## config.mk

```make
export PLATFORM = sky130hd
export DESIGN_NAME = gbn_ctrl
export DESIGN_NICKNAME = d
export VERILOG_FILES = /design/src/hdl/gbn_pkg.sv /design/src/hdl/gbn_ctrl.sv
export SDC_FILE = /design/constraint.sdc
export NUM_CORES = 1
export LEC_CHECK = 0
export BUFFER_PORTS_ARGS = -buffer_cell sky130_fd_sc_hd__buf_2
export CELL_PAD_IN_SITES_DETAIL_PLACEMENT = 2
export CELL_PAD_IN_SITES_GLOBAL_PLACEMENT = 2
export CORE_AREA = 4 4 41 43
export DETAILED_ROUTE_END_ITERATION = 10
export DIE_AREA = 0 0 45 47
export PLACE_DENSITY_LB_ADDON = 0.1
export SLEW_MARGIN = 20
export SYNTH_ARGS = -nofsm -noshare
export SYNTH_HDL_FRONTEND = slang
export SYNTH_SLANG_ARGS = --single-unit
```

## constraint.sdc

```tcl
create_clock -name clk -period 3.6 [get_ports clk]
set_clock_uncertainty 0.15 [all_clocks]
set_input_delay 0.54 -clock clk [delete_from_list [all_inputs] [get_ports clk]]
set_output_delay 0.54 -clock clk [all_outputs]
set_load 0.02 [all_outputs]
```

## src/hdl/gbn_pkg.sv

```systemverilog
// gbn_pkg: shared types and constants for the greedy box nms block
// holds controller states, command and status structs and register codes
// no dependencies
`default_nettype none

package gbn_pkg;

    // default sizes for the top level parameters
    localparam int MAX_KEPT_DEF   = 64;
    localparam int COORD_BITS_DEF = 14;

    // fixed field widths
    localparam int IDX_W      = 16;
    localparam int THR_W      = 16;
    localparam int APB_DATA_W = 32;
    localparam int APB_ADDR_W = 3;

    // register map, indexed by paddr[2]
    localparam logic [0:0] REG_IOU_THRESHOLD = 1'b0;

    // threshold after reset, 0.4 in q0.16
    localparam logic [THR_W-1:0] IOU_THRESHOLD_RESET = 16'd26214;

    // controller states
    typedef enum logic [1:0] {
        ST_IDLE,
        ST_SCAN,
        ST_DRAIN,
        ST_FINISH
    } gbn_state_t;

    // controller to datapath
    typedef struct packed {
        logic load;    // capture request, start a new box
        logic issue;   // read one kept box and push it down the compare pipe
        logic finish;  // settle keep decision, update store, post result
    } gbn_cmd_t;

    // datapath to controller
    typedef struct packed {
        logic scan_done;   // every kept box has been issued
        logic pipe_empty;  // no compare in flight
        logic out_free;    // result register can take a new result
    } gbn_status_t;

endpackage : gbn_pkg

`default_nettype wire

```

## src/hdl/gbn_ctrl.sv

```systemverilog
// gbn_ctrl: controller state machine sequencing one box through the scan
// depends on gbn_pkg
`default_nettype none

module gbn_ctrl
    import gbn_pkg::*;
(
    input  wire logic        clk,
    input  wire logic        rst_n,
    input  wire logic        in_valid,
    output logic             in_ready,
    input  wire gbn_status_t status,
    output gbn_cmd_t         cmd
);

    gbn_state_t state_reg;
    gbn_state_t state_next;

    // state register
    always_ff @(posedge clk or negedge rst_n)
    begin
        if (!rst_n)
        begin
            state_reg <= ST_IDLE;
        end
        else
        begin
            state_reg <= state_next;
        end
    end

    // next state and commands
    always_comb
    begin
        state_next = state_reg;
        cmd        = '0;
        in_ready   = 1'b0;
        case (state_reg)
            ST_IDLE:
            begin
                in_ready = 1'b1;
                if (in_valid)
                begin
                    cmd.load   = 1'b1;
                    state_next = ST_SCAN;
                end
            end
            ST_SCAN:
            begin
                if (status.scan_done)
                begin
                    state_next = ST_DRAIN;
                end
                else
                begin
                    cmd.issue = 1'b1;
                end
            end
            ST_DRAIN:
            begin
                if (status.pipe_empty)
                begin
                    state_next = ST_FINISH;
                end
            end
            ST_FINISH:
            begin
                if (status.out_free)
                begin
                    cmd.finish = 1'b1;
                    state_next = ST_IDLE;
                end
            end
            default:
            begin
                state_next = ST_IDLE;
            end
        endcase
    end

endmodule : gbn_ctrl

`default_nettype wire

```

=== After elaboration in Yosys (flattened, before gate mapping) ===
Index checks and enable logic that the tools add are counted.

* Equality and inequality tests: 7
* Multiplexer cells: 12
* Reduce and logical (&&, ||, !) cells: 2

{| class="wikitable"
|+ Operators with widths
! operator !! number
|-
| $mux W2 || 4
|-
| $ne A2 B2 Y1 const B || 4
|-
| $pmux W2 S4 || 1
|-
| $mux W1 || 7
|-
| $eq A2 B2 Y1 const B || 2
|-
| $reduce_and A4 Y1 || 1
|-
| $eq A2 B1 Y1 const B || 1
|-
| $logic_not A2 Y1 || 1
|}

* Word-level logic and storage cells: 22
* Bits in registers: 2
* Bits of input ports: 6
* Output and inout bits: 4

=== Longest topological paths before layout ===
* Depth in word-level cells: 3
* Gate-level depth with buffers: 5
* Depth with buffers taken out: 5

=== Least setup slack after synthesis ===
No wires, ideal clock.

* Path type: register to register
* Start: register state_reg[0]
* End: register state_reg[1]
* Data required time: 3.325 ns
* Buffers on the path: 0
* Clock period less this slack: 1.738 ns
* Path slack: 1.862 ns
* Data arrival time: 1.463 ns
* Library setup time: 0.125 ns
* Cell stages (with the launch flop): 6
* Cells stage by stage: dfrtp_1 inv_1 ha_1 nor2b_1 a2111oi_4 mux2_4

* Cells in the longest elaborated chain, start to end: 3
* Elaborated cells between the ends (all ways): 10
* Classes of those cells: eq/ne: 7; mux: 1; reduce/logical: 2

{| class="wikitable"
|+ Ends and longest elaborated chain
! item !! RTL line !! RTL
|-
| start, declared || gbn_ctrl.sv:16 || <nowiki>gbn_state_t state_reg;</nowiki>
|-
| start signal, assigned || gbn_ctrl.sv:28 || <nowiki>state_reg <= state_next;</nowiki>
|-
| $eq A2 B1 Y1, or another cell as far along || gbn_ctrl.sv:38 || <nowiki>case (state_reg)</nowiki>
|-
| $ne A2 B2 Y1 (no source line) || - ||
|-
| $reduce_and A4 Y1 (no source line) || - ||
|}

Parallel ways exist; a longest one is shown, timed or not.
A chain may end at the register's enable or synchronous reset.

==> reports/results.ini <==
[job]
maxCapViolCount=0

[global_route]
grt_pass1_vias=201
grt_max_degree=5
grt_overflow=0
grt_antenna_before_repair=0
grt_usage_pct=5.525
grt_pass1_wl_um=807

[cts]
cts_root_buf=clkbuf_4
h-tree-depth=1
clock-sinks=2
clkTransAtPathRegs_ns=0.03
cts_buffers=3
clk_path_buf_depth=2
cts_tree=built
post_cts_buffers=0
clock_latency_ns=0.22

[timing]
finalMaxSlewViolations=0
slew_headroom_pct=79.02
setup_viol=0
rsz0062_at_grt=false
tightest_slew_ns=0.3146
timing.setup.tns_ns=0
timing.fmax_ghz=0.5130
fin_hold_ws_ns=0.4297
period_share_pct=54.15
hold_viol=0
post-route-min-period_ns=1.949

[yosys]
synth.avg_cell_area_sq_um=11.14
seq_area_frac_synth_pct=22.47
netlist_instances=20
ys_ff_latch=2
synth_fp_nets=31
synth-edff-count=0
synth.most_common_cell=ha_1
synth_area_sq_um=222.7
ys.flop_type=dfrtp_1
yosysWarnings=0
synthDominantCellAreaShare_pct=28.09
synthArstFlopShare_pct=100.0
synth_top_area_cell=ha_1
synth_cell_types=11
synth_area_leaders=ha_1 (28%), dfrtp_1 (22%), a2111oi_4 (12%)
yosys-top-cells-count=ha_1 (5), inv_1 (3), and2_1 (2), dfrtp_1 (2), nor2b_1 (2)

[final_layout]
layout.nets=46
num_antenna_cells=0
drive_gt1_share_pct=45.45
syn_to_final_growth_pct=43.26
largest_reg_flops=2

[route]
num_vias=181
postRouteAntennaNets=0
drt-initial-drc-count=0
vias_per_cell=3.771
wl_per_cell_um=9.688
drcViolationCount=0
drt_first_pass_iters=1
wl_um=465

[die]
design.core.area_sq_mm=0.001301
die_height_um=47
dieArea_sq_mm=0.002115
num_rows=13
io_pins=10
die_x_um=45
initial_core_util_pct=17.12

[placement]
portBuffers=9
place_congestion=0.5582
hpwl_um=410.5

[pwr]
total_leakage_power_uw=0.0001715
irDropWorstVdd_mv=0.1464
powerDensity_mw_per_mm2=848.4

[critical_path]
worst-path-max-fanout=4
cp-end-kind=primary output
reg2reg_slack_ns=1.83
crit_chain=inv_1 > ha_1 > nor2b_4 > buf_2
worstSetupPathType=reg -> out
arrival_ns=1.26
required_ns=2.91
start_kind=register
slowest_delay_ns=0.40
crit_path_top_delay_cell=dfrtp_1
path_delay_family=flip-flops
path_buf_inv=2

[min_path]
hp-class=reg -> reg

[run_status]
outcome=finished, final reports clean

-- logic make-up (layout without fill, tap and decap cells) --
family | after synthesis | count (layout) | share of synthesized area [%]
adder cells (fa/ha/maj) | 5 | 5 | 28.09
buffers and inverters | 3 | 16 | 5.056
multiplexers | 1 | 1 | 6.740
flip-flops | 2 | 2 | 22.47
AND/OR/NAND/NOR | 7 | 7 | 21.34
AO/OA/AOI/OAI | 2 | 2 | 16.29
-- worst register-to-register path, cell delays in order (launching register included) --
cell and delay (ns):
dfrtp_1 0.39, inv_1 0.10, ha_1 0.19, nor2b_4 0.14
a2111oi_4 0.37, mux2_4 0.33
-- cell type report --
cell class	count	area, sq um
Clock buffer	3	22.52
Fill cell	163	982.2
Inverter	3	11.26
Multi-Input combinational cell	15	161.4
Sequential cell	2	50.05
Tap cell	15	18.77
Timing Repair Buffer	10	55.05
-- power breakdown --
part	switching, uW	internal [uW]	leakage, uW
clock	11.9	36.7	0.0000138
combinational	82.8	89.8	0.000134
sequential	13.6	35.9	0.0000233
-- metrics by stage --
step / cell area, sq um / power, uW / instances / setup WS [ns] / util [%]
floorplan: 222.7 / 186.4 / 20 / 1.862 / -
global placement: 286.5 / 224.5 / 44 / 1.830 / 22.02
detailed placement: 286.5 / 226.9 / 44 / 1.817 / 22.02
CTS: 319.1 / 279.9 / 48 / 1.620 / 24.52
global route: 319.1 / 300.2 / 48 / 1.573 / 24.52
finish: 319.1 / 270.7 / 48 / 1.651 / 24.52
-- cells in the final DEF (no fill, tap or decap) --
cell type      Yosys  routed
buf_2              0       9
nor2_1             1       1
nor2b_1            2       2
inv_1              3       3
dlygate4sd3_1      0       1
clkbuf_4           0       3
nor2b_4            1       1
mux2_4             1       1
nor3_1             1       1
ha_1               5       5
dfrtp_1            2       2
and2_1             2       2
a2bb2oi_1          1       1
a2111oi_4          1       1
-- final timing paths --
path	from	to	cells past startpoint
min reg2reg	state_reg[1]$_DFFE_PN0P_	state_reg[1]$_DFFE_PN0P_	1
min in group asynchronous	rst_n	state_reg[0]$_DFFE_PN0P_	2
max	state_reg[1]$_DFFE_PN0P_	cmd[1]	4
min	state_reg[1]$_DFFE_PN0P_	state_reg[1]$_DFFE_PN0P_	1
max reg2reg	state_reg[1]$_DFFE_PN0P_	state_reg[1]$_DFFE_PN0P_	5
max in group asynchronous	rst_n	state_reg[1]$_DFFE_PN0P_	2
-- routing by layer --
| metal | routed length, um | up-vias | GRT usage, % |
|---|---|---|---|
| li1 | - | 91 | - |
| met1 | 194 | 86 | 5.669 |
| met2 | 250 | 4 | 9.322 |
| met3 | 20 | 0 | 2.299 |
| met4 | 0 | 0 | 3.509 |
| met5 | 0 | - | 0 |
-- repair_timing --
action,in CTS,in global routing
hold buffers,1,0
hold endpoints to repair,2,0
resized for setup,0,0
Power figures use the tool's default switching activity.
