### src/hdl/gbn_pkg.sv
// gbn_pkg: shared types and constants for the greedy box nms block
// holds controller states, command and status structs and register codes
// no dependencies
`default_nettype none

package gbn_pkg;

    // default sizes for the top level parameters
    localparam int MAX_KEPT_DEF   = 64;
    localparam int COORD_BITS_DEF = 14;

    // fixed field widths
    localparam int IDX_W      = 16;
    localparam int THR_W      = 16;
    localparam int APB_DATA_W = 32;
    localparam int APB_ADDR_W = 3;

    // register map, indexed by paddr[2]
    localparam logic [0:0] REG_IOU_THRESHOLD = 1'b0;

    // threshold after reset, 0.4 in q0.16
    localparam logic [THR_W-1:0] IOU_THRESHOLD_RESET = 16'd26214;

    // controller states
    typedef enum logic [1:0] {
        ST_IDLE,
        ST_SCAN,
        ST_DRAIN,
        ST_FINISH
    } gbn_state_t;

    // controller to datapath
    typedef struct packed {
        logic load;    // capture request, start a new box
        logic issue;   // read one kept box and push it down the compare pipe
        logic finish;  // settle keep decision, update store, post result
    } gbn_cmd_t;

    // datapath to controller
    typedef struct packed {
        logic scan_done;   // every kept box has been issued
        logic pipe_empty;  // no compare in flight
        logic out_free;    // result register can take a new result
    } gbn_status_t;

endpackage : gbn_pkg

`default_nettype wire

### src/hdl/gbn_regs.sv
// gbn_regs: apb configuration register for the iou threshold
// depends on gbn_pkg
`default_nettype none

module gbn_regs
    import gbn_pkg::*;
(
    input  wire logic                  clk,
    input  wire logic                  rst_n,
    input  wire logic                  psel,
    input  wire logic                  penable,
    input  wire logic                  pwrite,
    input  wire logic [APB_ADDR_W-1:0] paddr,
    input  wire logic [APB_DATA_W-1:0] pwdata,
    output logic      [APB_DATA_W-1:0] prdata,
    output logic                       pready,
    output logic      [THR_W-1:0]      iou_threshold
);

    logic [THR_W-1:0] thr_reg;
    logic             sel_thr;
    logic             wr_en;

    // register decode, word index sits above the byte offset
    assign sel_thr = (paddr[APB_ADDR_W-1:2] == REG_IOU_THRESHOLD);
    assign wr_en   = psel && penable && pwrite && sel_thr;

    // threshold register
    always_ff @(posedge clk or negedge rst_n)
    begin
        if (!rst_n)
        begin
            thr_reg <= IOU_THRESHOLD_RESET;
        end
        else if (wr_en)
        begin
            thr_reg <= pwdata[THR_W-1:0];
        end
    end

    // read back
    always_comb
    begin
        prdata = '0;
        if (sel_thr)
        begin
            prdata = APB_DATA_W'(thr_reg);
        end
    end

    assign pready        = 1'b1;
    assign iou_threshold = thr_reg;

endmodule : gbn_regs

`default_nettype wire

### config.mk
export PLATFORM = sky130hd
export DESIGN_NAME = gbn_regs
export DESIGN_NICKNAME = d
export VERILOG_FILES = /design/src/hdl/gbn_pkg.sv /design/src/hdl/gbn_regs.sv
export SDC_FILE = /design/constraint.sdc
export NUM_CORES = 1
export LEC_CHECK = 0
export BUFFER_PORTS_ARGS = -buffer_cell sky130_fd_sc_hd__buf_2
export CORE_ASPECT_RATIO = 0.6
export CORE_MARGIN = 2
export CORE_UTILIZATION = 32
export CTS_CLUSTER_SIZE = 16
export DETAILED_ROUTE_END_ITERATION = 10
export PLACE_DENSITY = 0.73
export SYNTH_ARGS = -nofsm -noshare
export SYNTH_HDL_FRONTEND = slang
export SYNTH_SLANG_ARGS = --single-unit
### constraint.sdc
create_clock -name clk -period 0.8 [get_ports clk]
set_input_delay 0.04 -clock clk [delete_from_list [all_inputs] [get_ports clk]]
set_output_delay 0.04 -clock clk [all_outputs]
set_load 0.05 [all_outputs]
==> Word level (Yosys, flattened, before mapping) <==
Cells that the tools add are included.
{ "word_totals": {"ff_bits": 16, "inputBits": 40, "out_inout_bits": 49} }
{ "op_classes": {"n_mux": 1, "bitwise": 1, "reduce_logical": 3} }
{ "op_table": {"columns": ["cell", "n"], "rows": [
  ["two-way mux 16 bit", 1],
  ["logical AND 1 bit", 3],
  ["NOT 1 bit", 1]
]} }

==> Depth between registers and ports, before layout <==
Gate-level depths: netlist (run 1).
{ "depth": {"word_depth": 3, "depth_mapped": 3, "mapped_depth_nobuf": 2} }

==> Least setup slack after synthesis (run 1) <==
OpenSTA, ideal clock, no wires.
{ "synth_path": {"kind": "flip-flop to output port", "start": "register thr_reg[5] (netlist: iou_threshold[5])", "end": "output prdata[5]", "arrival_time_ns": 1.445, "required_time_ns": 0.760, "slack_ns": -0.685, "stages_incl_launch_ff": 2, "n_path_buf": 0, "path_cell_list": "dfstp_2 nor2b_1"} }
{ "synth_between": {"elab_chain_cells": 1} }
{ "synth_lines": {"columns": ["item", "line_no", "rtl"], "rows": [
  ["from (decl)", "gbn_regs.sv:20", "logic [THR_W-1:0] thr_reg;"],
  ["from (signal assigned)", "gbn_regs.sv:37", "thr_reg <= pwdata[THR_W-1:0];"],
  ["two-way mux 16 bit", "gbn_regs.sv:45", "if (sel_thr)"],
  ["to (decl)", "gbn_regs.sv:15", "output logic [APB_DATA_W-1:0] prdata,"]
]} }
Every way passes these cells.

==> Worst setup path in the final report (run 1) <==
{ "layout_path": {"start": "register thr_reg[13] (netlist: iou_threshold[13])", "end": "output prdata[13]"} }
The elaborated chain is that of the path after synthesis.

==> out/results.ini, run 1 <==
[final_layout]
antennaDiodeCount = 0
multiInputGateArea_um2 = 526
final_util_pct = 68.4
drive_above_1_share_pct = 87.3
final_nets = 183
largest_reg_flops = 16
fillerInstances = 179
syn_to_final_growth_pct = 95.0
stdcell_area_um2 = 1770
seqCellArea_um2 = 420
layout.cells.non_filler = 174

[timing]
fin_crit_ns = 1.13
fmax_mhz = 886
slew_violations = 0
fin_crit_sh_pct = 141
hold_viol = 0
setup_violations = 43
worst_slack_ns = -0.328
rsz0062_at_grt = yes
skew_ns = 0

[grt]
grt_max_degree = 17
grt_antenna_before_repair = 0
grt-ovfl-total = 0
grt_pass1_wl_mm = 3.44
grt_pass1_vias = 713
gr-usage-all-layers_pct = 14.4

[logic_synthesis]
yosys_warnings = 0
synth.area.top_cells = dfstp_2 (23%), dfrtp_1 (22%), mux2_4 (17%)
synthCells = 70
synth.avg_cell_area_um2 = 13.0
synth_enable_flop_cells = 0
synth_top_area_share_pct = 23.1
yosys-top-cells-count = buf_4 (17), mux2_4 (10), nor2b_1 (10), dfrtp_1 (8), dfstp_2 (8)
netlist_area_um2 = 910
synthArstFlopShare_pct = 100
ys_seq_area_share_pct = 45.1
synth-seq-cells = 16
yosysMostFrequentCell = buf_4
yosysTopAreaCell = dfstp_2
ys.flop_type = dfstp_2
synth_cell_types = 11

[worst_hold_path]
hold_path_class = in2reg

[clocking]
cts_tree = done
cts_root_buf = clkbuf_8
ctsHtreeMaxLevel = 1
cts_sinks = 16
clockBufferDepth = 2
insertion_delay_ns = 0.24
cts_buffers = 3
clk_pin_slew_ns = 0.06

[status]
status = complete, but fails checks
violations = negative setup slack

[die]
coreArea_um2 = 2590
rows = 14
dieArea_um2 = 3300
die_h_um = 45.3
io_pins = 89
dieWidth_um = 72.8
initial_core_util_pct = 35.1

[pwr]
power_mw = 4.98
p_leak_nw = 0.928
peakVddDrop_v = 0.00132
powerDensity_nw_per_um2 = 2810

[route]
detail_route.iter0.violations = 16
num_vias = 731
via_per_inst = 4.20
ant_nets = 0
dr.pass1.iters = 2
wl_per_cell_um = 13.9
drc = 0
drt_wl_total_mm = 2.41

[placed_design]
dpl_cell_area_um2 = 1310
gp_congestion = 0.645
dp_cells = 155
place_ws_ns = -0.163
portBuffers = 53
dp_hpwl_mm = 1.61

[run]
maxCapViolCount = 0

[setup_path]
path_cells = and2b_4 > buf_8
cp_top_family = flip-flops
slowest_delay_ns = 0.55
cp_max_fo = 3
slowest_stage = dfstp_2
worstSetupPathType = reg2out
endpoint_kind = primary output
cp-start-kind = flop
critPathBufInv = 1
arrival_ns = 1.09
required_ns = 0.76

[repair_timing]
item                                   4_1_cts  5_1_grt
setup buffers                               10        5
endpoints found under the hold margin        8        0
gates cloned                                 0        0
hold buffers                                 1        0
setup endpoints to repair                   33       46
gates resized for setup                     78       13
[placed cells by master, fill, tap and decap left out]
master | netlist | layout
nand4b_4 | 1 | 1
and2b_4 | 0 | 6
dfrtp_2 | 0 | 8
dlygate4sd3_1 | 0 | 1
buf_4 | 17 | 5
buf_6 | 1 | 28
conb_1 | 2 | 17
dfstp_2 | 8 | 8
buf_8 | 0 | 15
buf_2 | 0 | 21
mux2_4 | 10 | 16
clkbuf_8 | 0 | 4
nor2b_4 | 0 | 10
buf_12 | 0 | 2
[final timing paths]
kind	end	start	cells past startpoint	slack, ns
min	iou_threshold[14]	pwdata[14]	2	0.02
max	prdata[13]	iou_threshold[13]	2	-0.33
min in group asynchronous	iou_threshold[8]	rst_n	2	0.24
max in group asynchronous	iou_threshold[13]	rst_n	2	0.25
max reg2reg	iou_threshold[1]	iou_threshold[1]	3	-0.12
min reg2reg	iou_threshold[11]	iou_threshold[11]	1	0.56
[report_power, final]
part	switching [mW]	leakage, nW	internal, mW
Sequential	0.158	0.171	1.07
Combinational	1.64	0.727	1.40
Clock	0.273	0.0288	0.436
[cell families (layout without fill, tap and decap cells)]
| kind of cell | Yosys count | after routing | share of synthesized area [%] |
|---|---|---|---|
| AND/OR/NAND/NOR | 17 | 17 | 14.4 |
| multiplexers | 16 | 16 | 23.9 |
| buffers and inverters | 19 | 76 | 15.7 |
| flip-flops | 16 | 16 | 45.1 |
| other | 2 | 17 | 0.826 |
[layout make-up]
class                      count  area share (%)
clock buffer                   4            3.10
multi-input combinational     50            29.6
sequential                    16            23.7
tap                           32            2.26
timing repair buffer          72            41.3
[through the flow]
step | hold slack [ns] | TNS, ns
after floorplan | -0.256 | -4.81
after global placement | -0.0315 | -3.79
after global routing | 0.0163 | -9.17
final | 0.0187 | -7.97
after CTS | 0.0142 | -7.58
after detailed placement | -0.0166 | -4.10
[metal layers]
| layer | wire (um) | global-route usage (%) | up-vias | share of wire (%) |
|---|---|---|---|---|
| met1 | 1000 | 16.7 | 352 | 41 |
| li1 | - | - | 335 | - |
| met4 | 0 | 3.33 | 0 | 0 |
| met3 | 174 | 5.13 | 0 | 7.2 |
| met5 | 0 | 0 | - | 0 |
| met2 | 1240 | 26.2 | 44 | 51 |
[worst register-to-register path, stage by stage, from the launching register on]
cell and delay (ns):
dfstp_2 0.55, buf_6 0.11, buf_6 0.08, mux2_4 0.13
Power figures use the tool's default switching activity.
==> inputs of run 2 (changes only) <==
--- a/config.mk
+++ b/config.mk
@@ -11,7 +11,7 @@
 export CORE_UTILIZATION = 32
 export CTS_CLUSTER_SIZE = 16
 export DETAILED_ROUTE_END_ITERATION = 10
-export PLACE_DENSITY = 0.73
+export PLACE_DENSITY = 0.85
 export SYNTH_ARGS = -nofsm -noshare
 export SYNTH_HDL_FRONTEND = slang
 export SYNTH_SLANG_ARGS = --single-unit
==> run 2 against run 1 <==
Net effect: largest power group unchanged; clock skew is the same; die area unchanged; largest cell class unchanged; sequential power about the same; highest routed layer unchanged; core utilization is 1.4 points lower; first-iteration DRC count up 31%; clock power is 3% lower; non-clock buffer count grew 1; global-route usage fell by 0.42 points; cell count rose by 0.57%; combinational power shrank 3%; clock-buffer cell count is the same; the flow still finishes with violations (negative setup slack).
==> out/results.ini, run 2 (synthesis results as in run 1) <==
[grt]
grt-ovfl-total = 0
grt_antenna_before_repair = 0
grt_max_degree = 17
grt_pass1_vias = 659
grt_pass1_wl_mm = 3.35
gr-usage-all-layers_pct = 14.0

[route]
wl_per_cell_um = 13.4
dr.pass1.iters = 3
via_per_inst = 4.17
ant_nets = 0
detail_route.iter0.violations = 21
drc = 0
drt_wl_total_mm = 2.35
num_vias = 729

[clocking]
cts_root_buf = clkbuf_8
cts_sinks = 16
ctsHtreeMaxLevel = 1
clockBufferDepth = 2
clk_pin_slew_ns = 0.06
cts_buffers = 3
cts_tree = done
insertion_delay_ns = 0.24

[die]
dieWidth_um = 72.8
io_pins = 89
dieArea_um2 = 3300
initial_core_util_pct = 35.1
coreArea_um2 = 2590
die_h_um = 45.3
rows = 14

[pwr]
p_int_mw = 2.85
power.switching_mw = 2.04
powerDensity_nw_per_um2 = 2820
p_leak_nw = 0.913
p_seq_share_pct = 25.4
peakVddDrop_v = 0.00134
p_sw_share_pct = 41.7
combPwrFrac_pct = 60.5
clkPwrFrac_pct = 14.1

[final_layout]
stdcell_area_um2 = 1740
mostFrequentLayoutCells = buf_6 (27), buf_2 (21), conb_1 (17)
antennaDiodeCount = 0
drive_above_1_share_pct = 87.4
final_common_cell = buf_6
syn_to_final_growth_pct = 91.1
largest_reg_flops = 16
final_nets = 184

[setup_path]
r2r-start = iou_threshold[9]
arrival_ns = 1.10
cp-start-kind = flop
required_ns = 0.76
worstSetupPathType = reg2out
setup.worst_path.start = iou_threshold[14]
endpoint_kind = primary output
cp_max_fo = 3

[timing]
hold_viol = 0
slew_violations = 0
fin_crit_ns = 1.14
fmax_mhz = 873
setup_violations = 39
rsz0062_at_grt = yes
skew_ns = 0
worst_slack_ns = -0.345
whs_ns = 0.0220
fin_crit_sh_pct = 143

[placed_design]
portBuffers = 53
place_ws_ns = -0.174
dp_hpwl_mm = 1.64
gp_congestion = 0.767
dpl_cell_area_um2 = 1300

[status]
status = complete, but fails checks
violations = negative setup slack

[worst_hold_path]
hp-start = pwdata[11]
hold_path_class = in2reg

[run]
maxCapViolCount = 0

-- run 2: final cells by class --
type                            count  area [um2]
Fill cell                         198         855
Sequential cell                    16         420
Tap cell                           32        40.0
Timing Repair Buffer               73         697
Clock buffer                        4        55.1
Multi-Input combinational cell     50         526
-- run 2: per-stage QoR --
stage | TNS (ns) | instances | util [%] | total power [mW]
3_5_place_dp | -3.87 | 157 | 50.0 | 3.37
4_1_cts | -7.01 | 166 | 62.1 | 4.62
5_1_grt | -8.67 | 175 | 67.0 | 5.10
2_1_floorplan | -4.81 | 85 | - | 3.01
6_report | -7.53 | 175 | 67.0 | 4.90
3_3_place_gp | -3.40 | 157 | 50.0 | 3.34
-- run 2: power by group through the flow --
| stage | logic (mW) | clock network [mW] | registers, mW |
|---|---|---|---|
| 2_1_floorplan | 1.15 | 0 | 1.87 |
| 3_3_place_gp | 2.12 | 0 | 1.22 |
| 3_5_place_dp | 2.13 | 0 | 1.23 |
| 4_1_cts | 2.65 | 0.722 | 1.25 |
| 5_1_grt | 3.07 | 0.760 | 1.27 |
| 6_report | 2.96 | 0.690 | 1.24 |
-- run 2: path summary, 6_finish.rpt --
path,endpoint,slack [ns],depth (start not counted)
worst max-delay path,prdata[14],-0.34,2
worst min register to register,iou_threshold[8],0.55,1
worst max register to register,iou_threshold[9],-0.11,3
max in group asynchronous,iou_threshold[10],0.26,2
min in group asynchronous,iou_threshold[4],0.24,2
worst min-delay path,iou_threshold[11],0.02,2
-- run 2: timing repair --
action,CTS,global route
buffers inserted,4,10
endpoints found under the setup margin,32,42
gates resized for setup,69,17
hold buffers,1,0
pin swaps,0,0
hold endpoints to repair,16,0
-- run 2: per-layer routing --
| metal | wire length, um | up-vias | GRT usage [%] | part of all wire (%) |
|---|---|---|---|---|
| li1 | - | 336 | - | - |
| met1 | 926 | 347 | 17.0 | 39 |
| met2 | 1200 | 46 | 24.5 | 51 |
| met3 | 223 | 0 | 6.03 | 9.5 |
| met4 | 0 | 0 | 1.11 | 0 |
| met5 | 0 | - | 0 | 0 |
-- run 2: worst max-delay path: stages, from the launching register on --
cell and delay [ns]:
dfstp_2 0.55, nor2b_4 0.15, buf_6 0.16
